**config.mk**
```make
export PLATFORM = sky130hd
export DESIGN_NAME = scancode_line_editor_unit
export DESIGN_NICKNAME = d
export VERILOG_FILES = /design/src/rtl/sle_pkg.sv /design/src/rtl/sle_front.sv /design/src/rtl/sle_back.sv /design/src/rtl/scancode_line_editor_unit.sv
export SDC_FILE = /design/constraint.sdc
export NUM_CORES = 1
export LEC_CHECK = 0
export BUFFER_PORTS_ARGS = -buffer_cell sky130_fd_sc_hd__buf_2
export CAP_MARGIN = 0
export CELL_PAD_IN_SITES_DETAIL_PLACEMENT = 1
export CELL_PAD_IN_SITES_GLOBAL_PLACEMENT = 1
export CORE_ASPECT_RATIO = 0.7
export CORE_MARGIN = 2
export CORE_UTILIZATION = 48
export CTS_CLUSTER_DIAMETER = 30
export DETAILED_ROUTE_END_ITERATION = 10
export PLACE_DENSITY_LB_ADDON = 0.1
export SLEW_MARGIN = 10
export SYNTH_ARGS = -nofsm -noshare
export SYNTH_HDL_FRONTEND = slang
export SYNTH_SLANG_ARGS = --single-unit
export TNS_END_PERCENT = 5
```
**constraint.sdc**
```tcl
create_clock -name clk_i -period 2.8 [get_ports clk_i]
set_input_delay 0.42 -clock clk_i [delete_from_list [all_inputs] [get_ports clk_i]]
set_output_delay 0.42 -clock clk_i [all_outputs]
set_load 0.01 [all_outputs]
```
**src/rtl/sle_pkg.sv**
```systemverilog
package sle_pkg;

  // scan code constants
  localparam logic [7:0] CODE_MAX   = 8'd57;
  localparam logic [7:0] CODE_ERASE = 8'h0E;
  localparam logic [7:0] CODE_ENTER = 8'h1C;
  localparam logic [6:0] CHAR_UNKNOWN = 7'h3F;
  localparam logic [6:0] CHAR_NONE    = 7'h00;

  // command classes passed from the front to the back
  typedef enum logic [1:0] {
    OP_CHAR  = 2'd0,
    OP_ERASE = 2'd1,
    OP_ENTER = 2'd2
  } op_e;

  // result kinds
  typedef enum logic [1:0] {
    KIND_ECHO_CHAR  = 2'd0,
    KIND_ECHO_ERASE = 2'd1,
    KIND_LINE_CHAR  = 2'd2,
    KIND_LINE_END   = 2'd3
  } kind_e;

  // back sequencer states
  typedef enum logic [1:0] {
    ST_IDLE = 2'd0,
    ST_WALK = 2'd1,
    ST_END  = 2'd2
  } state_e;

  // head of the command queue
  typedef struct packed {
    logic       valid;
    op_e        op;
    logic [6:0] ch;
  } cmd_t;

  // set-1 make code to ascii, codes without a character give '?'
  function automatic logic [6:0] key_map(input logic [5:0] code);
    logic [6:0] ch;
    unique case (code)
      6'd2:  ch = 7'h31;
      6'd3:  ch = 7'h32;
      6'd4:  ch = 7'h33;
      6'd5:  ch = 7'h34;
      6'd6:  ch = 7'h35;
      6'd7:  ch = 7'h36;
      6'd8:  ch = 7'h37;
      6'd9:  ch = 7'h38;
      6'd10: ch = 7'h39;
      6'd11: ch = 7'h30;
      6'd12: ch = 7'h2D;
      6'd13: ch = 7'h3D;
      6'd16: ch = 7'h51;
      6'd17: ch = 7'h57;
      6'd18: ch = 7'h45;
      6'd19: ch = 7'h52;
      6'd20: ch = 7'h54;
      6'd21: ch = 7'h59;
      6'd22: ch = 7'h55;
      6'd23: ch = 7'h49;
      6'd24: ch = 7'h4F;
      6'd25: ch = 7'h50;
      6'd26: ch = 7'h5B;
      6'd27: ch = 7'h5D;
      6'd30: ch = 7'h41;
      6'd31: ch = 7'h53;
      6'd32: ch = 7'h44;
      6'd33: ch = 7'h46;
      6'd34: ch = 7'h47;
      6'd35: ch = 7'h48;
      6'd36: ch = 7'h4A;
      6'd37: ch = 7'h4B;
      6'd38: ch = 7'h4C;
      6'd39: ch = 7'h3B;
      6'd40: ch = 7'h27;
      6'd41: ch = 7'h60;
      6'd43: ch = 7'h5C;
      6'd44: ch = 7'h5A;
      6'd45: ch = 7'h58;
      6'd46: ch = 7'h43;
      6'd47: ch = 7'h56;
      6'd48: ch = 7'h42;
      6'd49: ch = 7'h4E;
      6'd50: ch = 7'h4D;
      6'd51: ch = 7'h2C;
      6'd52: ch = 7'h2E;
      6'd53: ch = 7'h2F;
      6'd57: ch = 7'h20;
      default: ch = CHAR_UNKNOWN;
    endcase
    return ch;
  endfunction

endpackage

```
**src/rtl/sle_front.sv**
```systemverilog
module sle_front
  import sle_pkg::*;
(
  input  logic       clk_i,
  input  logic       rst_ni,
  input  logic       push_i,
  input  logic [7:0] scan_byte_i,
  output logic       full_o,
  output cmd_t       cmd_o,
  input  logic       cmd_take_i
);

  logic [6:0] entry_ch_q [2];
  op_e        entry_kind_q [2];
  logic       wr_ptr_q, wr_ptr_d;
  logic       rd_ptr_q, rd_ptr_d;
  logic [1:0] count_q, count_d;

  logic       accept;
  logic       keep;
  op_e        op;
  logic [6:0] ch;
  logic       take;

  // classify the incoming code
  always_comb begin
    op = OP_CHAR;
    ch = key_map(scan_byte_i[5:0]);
    if (scan_byte_i == CODE_ERASE) begin
      op = OP_ERASE;
      ch = CHAR_NONE;
    end else if (scan_byte_i == CODE_ENTER) begin
      op = OP_ENTER;
      ch = CHAR_NONE;
    end
  end

  assign full_o = (count_q == 2'd2);
  assign accept = push_i && !full_o;
  assign keep   = accept && (scan_byte_i <= CODE_MAX);
  assign take   = cmd_take_i && (count_q != 2'd0);

  // queue head to the back
  assign cmd_o.valid = (count_q != 2'd0);
  assign cmd_o.op    = entry_kind_q[rd_ptr_q];
  assign cmd_o.ch    = entry_ch_q[rd_ptr_q];

  // pointer and fill count update
  always_comb begin
    wr_ptr_d = keep ? ~wr_ptr_q : wr_ptr_q;
    rd_ptr_d = take ? ~rd_ptr_q : rd_ptr_q;
    count_d  = count_q;
    if (keep && !take) begin
      count_d = count_q + 2'd1;
    end else if (take && !keep) begin
      count_d = count_q - 2'd1;
    end
  end

  always_ff @(posedge clk_i or negedge rst_ni) begin
    if (!rst_ni) begin
      wr_ptr_q <= 1'b0;
      rd_ptr_q <= 1'b0;
      count_q  <= 2'd0;
    end else begin
      wr_ptr_q <= wr_ptr_d;
      rd_ptr_q <= rd_ptr_d;
      count_q  <= count_d;
    end
  end

  // queue entries
  always_ff @(posedge clk_i) begin
    if (keep) begin
      entry_kind_q[wr_ptr_q] <= op;
      entry_ch_q[wr_ptr_q]   <= ch;
    end
  end

endmodule

```
**src/rtl/sle_back.sv**
```systemverilog
module sle_back
  import sle_pkg::*;
#(
  parameter int LINE_CHARS = 63
) (
  input  logic       clk_i,
  input  logic       rst_ni,
  input  cmd_t       cmd_i,
  output logic       cmd_take_o,
  input  logic       pop_i,
  output logic       empty_o,
  output logic [1:0] item_kind_o,
  output logic [6:0] char_code_o,
  output logic       is_last_o
);

  localparam int LEN_W  = $clog2(LINE_CHARS + 1);
  localparam int ADDR_W = (LINE_CHARS > 1) ? $clog2(LINE_CHARS) : 1;
  localparam logic [LEN_W-1:0] CAP = LEN_W'(LINE_CHARS);

  logic [6:0]        line_mem [LINE_CHARS];
  logic [6:0]        rd_data_q;
  logic [ADDR_W-1:0] rd_addr;

  state_e            state_q, state_d;
  logic [LEN_W-1:0]  len_q, len_d;
  logic [ADDR_W-1:0] idx_q, idx_d;

  logic              out_valid_q, out_valid_d;
  kind_e             out_kind_q, out_kind_d;
  logic [6:0]        out_ch_q, out_ch_d;
  logic              out_last_q, out_last_d;

  logic              slot_free;
  logic              load;
  logic              wr_en;
  logic              walk_done;

  assign slot_free  = !out_valid_q || pop_i;
  assign cmd_take_o = (state_q == ST_IDLE) && cmd_i.valid && slot_free;
  assign walk_done  = (LEN_W'(idx_q) + LEN_W'(1)) == len_q;

  // next state
  always_comb begin
    state_d = state_q;
    unique case (state_q)
      ST_IDLE: begin
        if (cmd_take_o && (cmd_i.op == OP_ENTER) && (len_q != '0)) begin
          state_d = ST_WALK;
        end
      end
      ST_WALK: begin
        if (slot_free && walk_done) begin
          state_d = ST_END;
        end
      end
      ST_END: begin
        if (slot_free) begin
          state_d = ST_IDLE;
        end
      end
      default: state_d = ST_IDLE;
    endcase
  end

  // datapath control and result loading
  always_comb begin
    len_d      = len_q;
    idx_d      = '0;
    load       = 1'b0;
    wr_en      = 1'b0;
    out_kind_d = out_kind_q;
    out_ch_d   = out_ch_q;
    out_last_d = out_last_q;
    unique case (state_q)
      ST_IDLE: begin
        if (cmd_take_o) begin
          unique case (cmd_i.op)
            OP_ERASE: begin
              if (len_q != '0) begin
                len_d      = len_q - LEN_W'(1);
                load       = 1'b1;
                out_kind_d = KIND_ECHO_ERASE;
                out_ch_d   = CHAR_NONE;
                out_last_d = 1'b1;
              end
            end
            OP_ENTER: begin
              if (len_q == '0) begin
                load       = 1'b1;
                out_kind_d = KIND_LINE_END;
                out_ch_d   = CHAR_NONE;
                out_last_d = 1'b1;
              end
            end
            OP_CHAR: begin
              if (len_q < CAP) begin
                wr_en      = 1'b1;
                len_d      = len_q + LEN_W'(1);
                load       = 1'b1;
                out_kind_d = KIND_ECHO_CHAR;
                out_ch_d   = cmd_i.ch;
                out_last_d = 1'b1;
              end
            end
            default: ;
          endcase
        end
      end
      ST_WALK: begin
        idx_d = idx_q;
        if (slot_free) begin
          load       = 1'b1;
          out_kind_d = KIND_LINE_CHAR;
          out_ch_d   = rd_data_q;
          out_last_d = 1'b0;
          idx_d      = walk_done ? '0 : idx_q + ADDR_W'(1);
        end
      end
      ST_END: begin
        if (slot_free) begin
          load       = 1'b1;
          len_d      = '0;
          out_kind_d = KIND_LINE_END;
          out_ch_d   = CHAR_NONE;
          out_last_d = 1'b1;
        end
      end
      default: ;
    endcase
  end

  // output register valid
  always_comb begin
    out_valid_d = out_valid_q;
    if (load) begin
      out_valid_d = 1'b1;
    end else if (pop_i) begin
      out_valid_d = 1'b0;
    end
  end

  always_ff @(posedge clk_i or negedge rst_ni) begin
    if (!rst_ni) begin
      state_q     <= ST_IDLE;
      len_q       <= '0;
      idx_q       <= '0;
      out_valid_q <= 1'b0;
    end else begin
      state_q     <= state_d;
      len_q       <= len_d;
      idx_q       <= idx_d;
      out_valid_q <= out_valid_d;
    end
  end

  always_ff @(posedge clk_i) begin
    out_kind_q <= out_kind_d;
    out_ch_q   <= out_ch_d;
    out_last_q <= out_last_d;
  end

  // line memory, read address tracks the next walk index
  assign rd_addr = idx_d;

  always_ff @(posedge clk_i) begin
    if (wr_en) begin
      line_mem[len_q[ADDR_W-1:0]] <= cmd_i.ch;
    end
    rd_data_q <= line_mem[rd_addr];
  end

  assign empty_o     = !out_valid_q;
  assign item_kind_o = out_kind_q;
  assign char_code_o = out_ch_q;
  assign is_last_o   = out_last_q;

endmodule

```
**src/rtl/scancode_line_editor_unit.sv**
```systemverilog
// channel  | ports                                   | handshake
// input    | scan_byte_i                             | push_i / full_o
// result   | item_kind_o, char_code_o, is_last_o     | pop_i / empty_o
//
// a code enters a two-entry command queue; the back takes one command per
// cycle when it is idle and its output register is free, and enter sends one
// stored char per cycle from the line memory read port while the output
// register is free, then the line end, or only the line end on an empty line.
// reset clears the queue, the line length and the output register; stalls on
// pop hold the back, and once two commands wait full_o holds the input too.
module scancode_line_editor_unit
  import sle_pkg::*;
#(
  parameter int LINE_CHARS = 63
) (
  input  logic       clk_i,
  input  logic       rst_ni,
  input  logic       push_i,
  input  logic [7:0] scan_byte_i,
  output logic       full_o,
  input  logic       pop_i,
  output logic       empty_o,
  output logic [1:0] item_kind_o,
  output logic [6:0] char_code_o,
  output logic       is_last_o
);

  cmd_t cmd;
  logic cmd_take;

  // classify and queue
  sle_front u_front (
    .clk_i       (clk_i),
    .rst_ni      (rst_ni),
    .push_i      (push_i),
    .scan_byte_i (scan_byte_i),
    .full_o      (full_o),
    .cmd_o       (cmd),
    .cmd_take_i  (cmd_take)
  );

  // line store and result sequencing
  sle_back #(
    .LINE_CHARS (LINE_CHARS)
  ) u_back (
    .clk_i       (clk_i),
    .rst_ni      (rst_ni),
    .cmd_i       (cmd),
    .cmd_take_o  (cmd_take),
    .pop_i       (pop_i),
    .empty_o     (empty_o),
    .item_kind_o (item_kind_o),
    .char_code_o (char_code_o),
    .is_last_o   (is_last_o)
  );

endmodule
```
Yosys cells after proc, flatten, opt, wreduce, memory -nomap -nowiden
Memories as Yosys holds them, arrays and structs flattened. A register that Yosys moved wholly into a read port is not among the register bits. Cells that the tools add are included.

Bits in registers: 29. Memory bits (writable): 459. ROM bits: 448. Bits of input ports: 12. Output and inout bits: 12. Word-level logic and storage cells: 128. Memories: 4.

$add $sub $neg: 5. Order comparisons: 2. Equal/unequal tests: 18. Muxes and demuxes: 59. Bitwise operators: 2. Reduce and logical (&&, ||, !) cells: 28.

Memory list: (name not given) (words 64, width 7, rd ports 1, clocked after Yosys merged registers in 0, wr ports 0, line sle_pkg.sv:42) `unique case (code)`; u_back.line_mem (words 63, width 7, rd ports 1, clocked after Yosys merged registers in 1, wr ports 1, line sle_back.sv:21) `logic [6:0] line_mem [LINE_CHARS];`; u_front.entry_ch_q (words 2, width 7, rd ports 1, clocked after Yosys merged registers in 0, wr ports 1, line sle_front.sv:13) `logic [6:0] entry_ch_q [2];`; u_front.entry_kind_q (words 2, width 2, rd ports 1, clocked after Yosys merged registers in 0, wr ports 1, line sle_front.sv:14) `op_e entry_kind_q [2];`.

Operators with widths (number): $mux W7 (8); $mux W6 (7); $pmux W7 S3 (2); $mux W2 (13); $pmux W6 S2 (2); $mux W1 (20); $pmux W2 S3 (3); $add A6 B1 Y6 const B (2); $ne A3 B3 Y1 const B (4); $logic_and A1 B1 Y1 (10); $pmux W1 S3 (3); $eq A8 B4 Y1 const B (1); $eq A8 B5 Y1 const B (1); $le A8 B6 Y1 const B (1); $ne A2 B1 Y1 const B (4); $reduce_and A8 Y1 (1); $reduce_bool A2 Y1 (4); $eq A2 B2 Y1 const B (3); $eq A6 B6 Y1 (1); $logic_not A6 Y1 (1); $lt A6 B6 Y1 const B (1); $reduce_and A6 Y1 (1); $reduce_bool A6 Y1 (1); $sub A6 B1 Y6 const B (1); 13 further kinds (19).

Depth between registers and ports, before layout
Word-level depth: 8. Depth in mapped cells: 13. Mapped depth without buffers: 10.

Hierarchy
Synthesis repeated with hierarchy kept, for this count alone.

Cell total of the unflattened synthesis: 1581. Area total of the unflattened synthesis: 21159.0 um^2.

Modules (own cells, without submodules): sle_back (instances 1, cells an instance 1407, area each 19482.4 um^2, seq. area each 14058.5 um^2); sle_front (instances 1, cells an instance 174, area each 1676.6 um^2, seq. area each 640.6 um^2).

Least setup slack after synthesis
OpenSTA, ideal clock, no wires.

Path kind: register -> register. Start point: reg u_front.rd_ptr_q. End point: reg u_back.len_q[5]. Library setup time: 0.121 ns. Arrival time: 2.741 ns. Required time: 2.679 ns. Setup slack: -0.062 ns. Cell stages (with the launch flop): 12. Buffers on the path: 1. Period minus slack after synthesis: 2.862 ns. Cells stage by stage: dfrtp_1 clkbuf_1 mux2i_1 nand2_1 ha_1 a21o_1 a21oi_1 o21bai_1 a21oi_1 xnor2_1 o21ai_0 a22o_1.

Word-level cells in the longest chain between the ends: 5. Elaborated cells between the ends (all ways): 10. Classes of those cells: eq/ne (4); mux (3); reduce/logical (2); memory (1).

Ends and longest elaborated chain: start, declared (line sle_front.sv:16) `logic rd_ptr_q, rd_ptr_d;`; start signal, assigned (line sle_front.sv:67) `rd_ptr_q <= rd_ptr_d;`; $mem_v2 Z2 W2 (*); $eq A2 B1 Y1 / $logic_not A2 Y1 (equally long branches) (line sle_back.sv:78) `unique case (cmd_i.op)`; $pmux W6 S2 (line sle_back.sv:78); $mux W6 (line sle_back.sv:77) `if (cmd_take_o) begin`; $pmux W6 S2 (line sle_back.sv:75) `unique case (state_q)`; end signal, assigned (line sle_back.sv:151) `len_q <= len_d;`; end, declared (line sle_back.sv:26) `logic [LEN_W-1:0] len_q, len_d;`.

Mark *: on every way between the ends. The rest lies on a longest branch, timed or not. The select of a mux whose other input is x is not followed. A chain may end at the register's enable or synchronous reset.

Worst setup path after layout
Start point: reg u_back.idx_q[1]. End point: reg u_back.rd_data_q[1] (read register of u_back.line_mem).

Word-level cells in the longest chain between the ends: 5.

Ends and longest elaborated chain: start, declared (line sle_back.sv:27) `logic [ADDR_W-1:0] idx_q, idx_d;`; start signal, assigned (line sle_back.sv:152) `idx_q <= idx_d;`; $add A6 B1 Y6 (line sle_back.sv:41, sle_back.sv:117); $eq A6 B6 Y1 (line sle_back.sv:41) `assign walk_done = (LEN_W'(idx_q) + LEN_W'(1)) == len_q;`; $mux W6 (line sle_back.sv:117) `idx_d = walk_done ? '0 : idx_q + ADDR_W'(1);`; $mux W6 (*) (line sle_back.sv:112) `if (slot_free) begin`; $mux W6 (*) (line sle_back.sv:75); end, declared (line sle_back.sv:22) `logic [6:0] rd_data_q;`.

Mark *: on every way between the ends. The rest lies on a longest branch, timed or not.

==> impl_metrics.ini <==
[status]
status = complete, but fails checks
violations = setup timing

[timing]
slew_headroom = 0.1685
finalSetupViolCount = 7
worstMarginPinSlew_ns = 1.247
layout_setup_ws_ns = -0.3098
period_share = 1.111
fin_skew_ns = 0.04507
rsz0062_at_grt = true
finalHoldViolations = 0
min_period_ns = 3.110
max_freq_mhz = 321.6
finalMaxSlewViolations = 0

[synthesis]
synth_top_cell_area_share = 0.6641
synthFlopType = edfxtp_1
yosys.area.top_type = edfxtp_1
synth_cells = 1627
ys_types = 80
synthTopCellsByArea = edfxtp_1 66%, nor2_1 3.8%, nand2_1 3.3%
synth_edf_count = 469
post_synth.cell_area_avg_um2 = 13.03
netlist_area_um2 = 21210
synth_nets = 1661
synth_most_common_cell = edfxtp_1
seq_area_frac_synth = 0.6932
synth_warnings = 0
async_reset_ff_frac = 0.03838
netlist_top_cells_count = 469 x edfxtp_1, 212 x nor2_1, 189 x nand2_1
synth_seq_cells = 495

[detailed_routing]
post_drt_wl_per_cell_um = 30.35
drt_iter0_drc = 2405
first_pass_iters = 5
ant_nets = 0
routed_wl_um = 80350
viasPerCell = 6.331
drcViolationCount = 0
num_vias = 16757

[grt]
grt_pass1_wl_um = 118400
overflow = 0
grt_usage = 0.3576
grt_antenna_before_repair = 4
grt_pass1_vias = 17040
grt_max_degree = 56

[cts]
clk_pin_slew_ns = 0.05
clk_latency_ns = 0.64
cts_buffer_depth = 3
h-tree-depth = 3
cts_tree = built
cts_made_buffers = 90
cts_root_buf = clkbuf_16
clock_sinks = 495

[worst_setup_path]
crit_required_ns = 3.34
cp_data_arrival_time_ns = 3.65
crit_path_end_kind = register
path_class = register to register
crit_path_start_kind = register
path_max_fanout = 15

[run]
drv_cap = 0

[pwr]
peakVddDrop_mv = 0.6388
p_total_w = 0.03215
p_leak_nw = 10.37
powerDensity_nw_per_um2 = 1130

[placed_design]
dpl.hpwl_um = 50360
gp_congestion = 0.9476
place_ws_ns = -0.6179
io_buffers = 23

[layout]
fin_nets = 2010
drive_gt1_frac = 0.3031
syn_to_final_growth_pct = 34.16
nFillCells = 4110
final_core_util = 0.6519

[die]
die_h_um = 179.9
dieWidth_um = 255.2
row_count = 64
core_area_um2 = 43640
dieArea_um2 = 45900
ios = 24
initial_core_util = 0.4859

[hold_path]
min_path_type = input port to register
## path summary, 6_finish.rpt
path                                       endpoint  cells after the start          startpoint  slack [ns]
worst min-delay path               u_front.wr_ptr_q                      3              push_i        0.30
worst max register to register  u_back.rd_data_q[1]                     12     u_back.idx_q[1]       -0.31
worst min register to register   u_front.count_q[1]                      1  u_front.count_q[1]        0.50
min in group asynchronous          u_front.rd_ptr_q                      2              rst_ni        0.31
worst max-delay path            u_back.rd_data_q[1]                     12     u_back.idx_q[1]       -0.31
max in group asynchronous           u_back.len_q[4]                      2              rst_ni        2.14
## layer usage
| layer | routed length, µm | global-route usage | vias up |
|---|---|---|---|
| met5 | 0 | 0 | - |
| met4 | 3041 | 0.1233 | 0 |
| met3 | 8251 | 0.08051 | 196 |
| met2 | 34940 | 0.5234 | 1044 |
| met1 | 34110 | 0.5270 | 8556 |
| li1 | - | - | 6961 |
## kinds of logic after synthesis
logic type | share of synthesized area
xor gates and xnor gates | 0.008674
adders and majority gates | 0.01333
DFF | 0.6932
buffers and inverters | 0.02602
and+or+nand+nor | 0.1055
muxes | 0.02838
AOI/OAI and AO/OA | 0.1249
## through the flow
step / hold WS [ns] / std cells / area, µm² / TNS (ns)
2_1_floorplan: 0.1244 / 1627 / 21210 / -0.02889
3_3_place_gp: 0.3986 / 2442 / 24270 / -3.226
3_5_place_dp: 0.4000 / 2442 / 24270 / -5.359
4_1_cts: 0.2801 / 2644 / 28240 / -0.8041
5_1_grt: 0.3031 / 2646 / 28450 / -2.573
6_report: 0.3012 / 2647 / 28450 / -1.949
## power by group
group	switching (W)	internal, W
Clock	0.00415	0.00667
Combinational	0.00751	0.00456
Sequential	0.000246	0.00902
## final cells by class
class                      instances  area (µm²)  area share
antenna                            1       2.502  0.00008796
clock inverter                    65       681.9     0.02397
timing repair buffer             360        3268      0.1149
clock buffer                     103        2364     0.08308
multi-input combinational       1002        6583      0.2314
sequential                       495       14700      0.5167
inverter                          27       107.6    0.003782
tap                              594       743.2     0.02612
## critical path, cell delays in order (launching register included)
cell and delay (ns):
dfrtp_1 0.43, ha_4 0.27, xor2_1 0.17, a211oi_2 0.25, buf_4 0.18, o211ai_4 0.14
buf_6 0.18, o21ai_4 0.19, buf_6 0.24, o221ai_1 0.16, o21ai_1 0.33, a21oi_1 0.20
nor4_4 0.28
## cell usage in the layout (no fill, tap or decap), types with 8 or more instances in the layout
cell and count:
o22ai_1 50, o21ai_0 74, nand2_1 187, nand3_1 20, and3_1 14, o21ai_1 12, inv_6 11, dfrtp_1 19
mux2_2 11, clkbuf_16 92, a211oi_1 17, buf_2 23, buf_4 271, nor3_1 14, edfxtp_1 469, inv_1 19
xor2_1 8, a21oi_1 53, mux2i_1 38, xnor2_1 11, buf_6 24, o221ai_1 22, o211ai_1 33, clkinv_1 9
nor2_1 207, buf_12 37, clkbuf_1 9, clkinvlp_4 14, clkinv_2 13, nor4_1 15, ha_1 20, a22oi_1 8
## registers in the layout, summed over array words and instances (netlist names)
signal and cells:
u_back.rd_data_q 7, u_front.count_q 2, u_front.wr_ptr_q 1, u_back.state_q 2, u_back.line_mem 441, u_front.entry_kind_q 4, u_back.char_code_o 7, u_back.len_q 6
u_back.idx_q 6, u_back.item_kind_o 2, u_front.entry_ch_q 14, u_back.is_last_o 1, u_back.out_valid_q 1, u_front.rd_ptr_q 1
## timing repair
item	4_1_cts	5_1_grt
setup buffers	31	6
gates cloned	3	0
pin swaps	40	18
setup endpoints to repair	92	141
hold buffers	1	0
resized for setup	124	40
endpoints found under the hold margin	19	0
(Power assumes the default switching activity.)
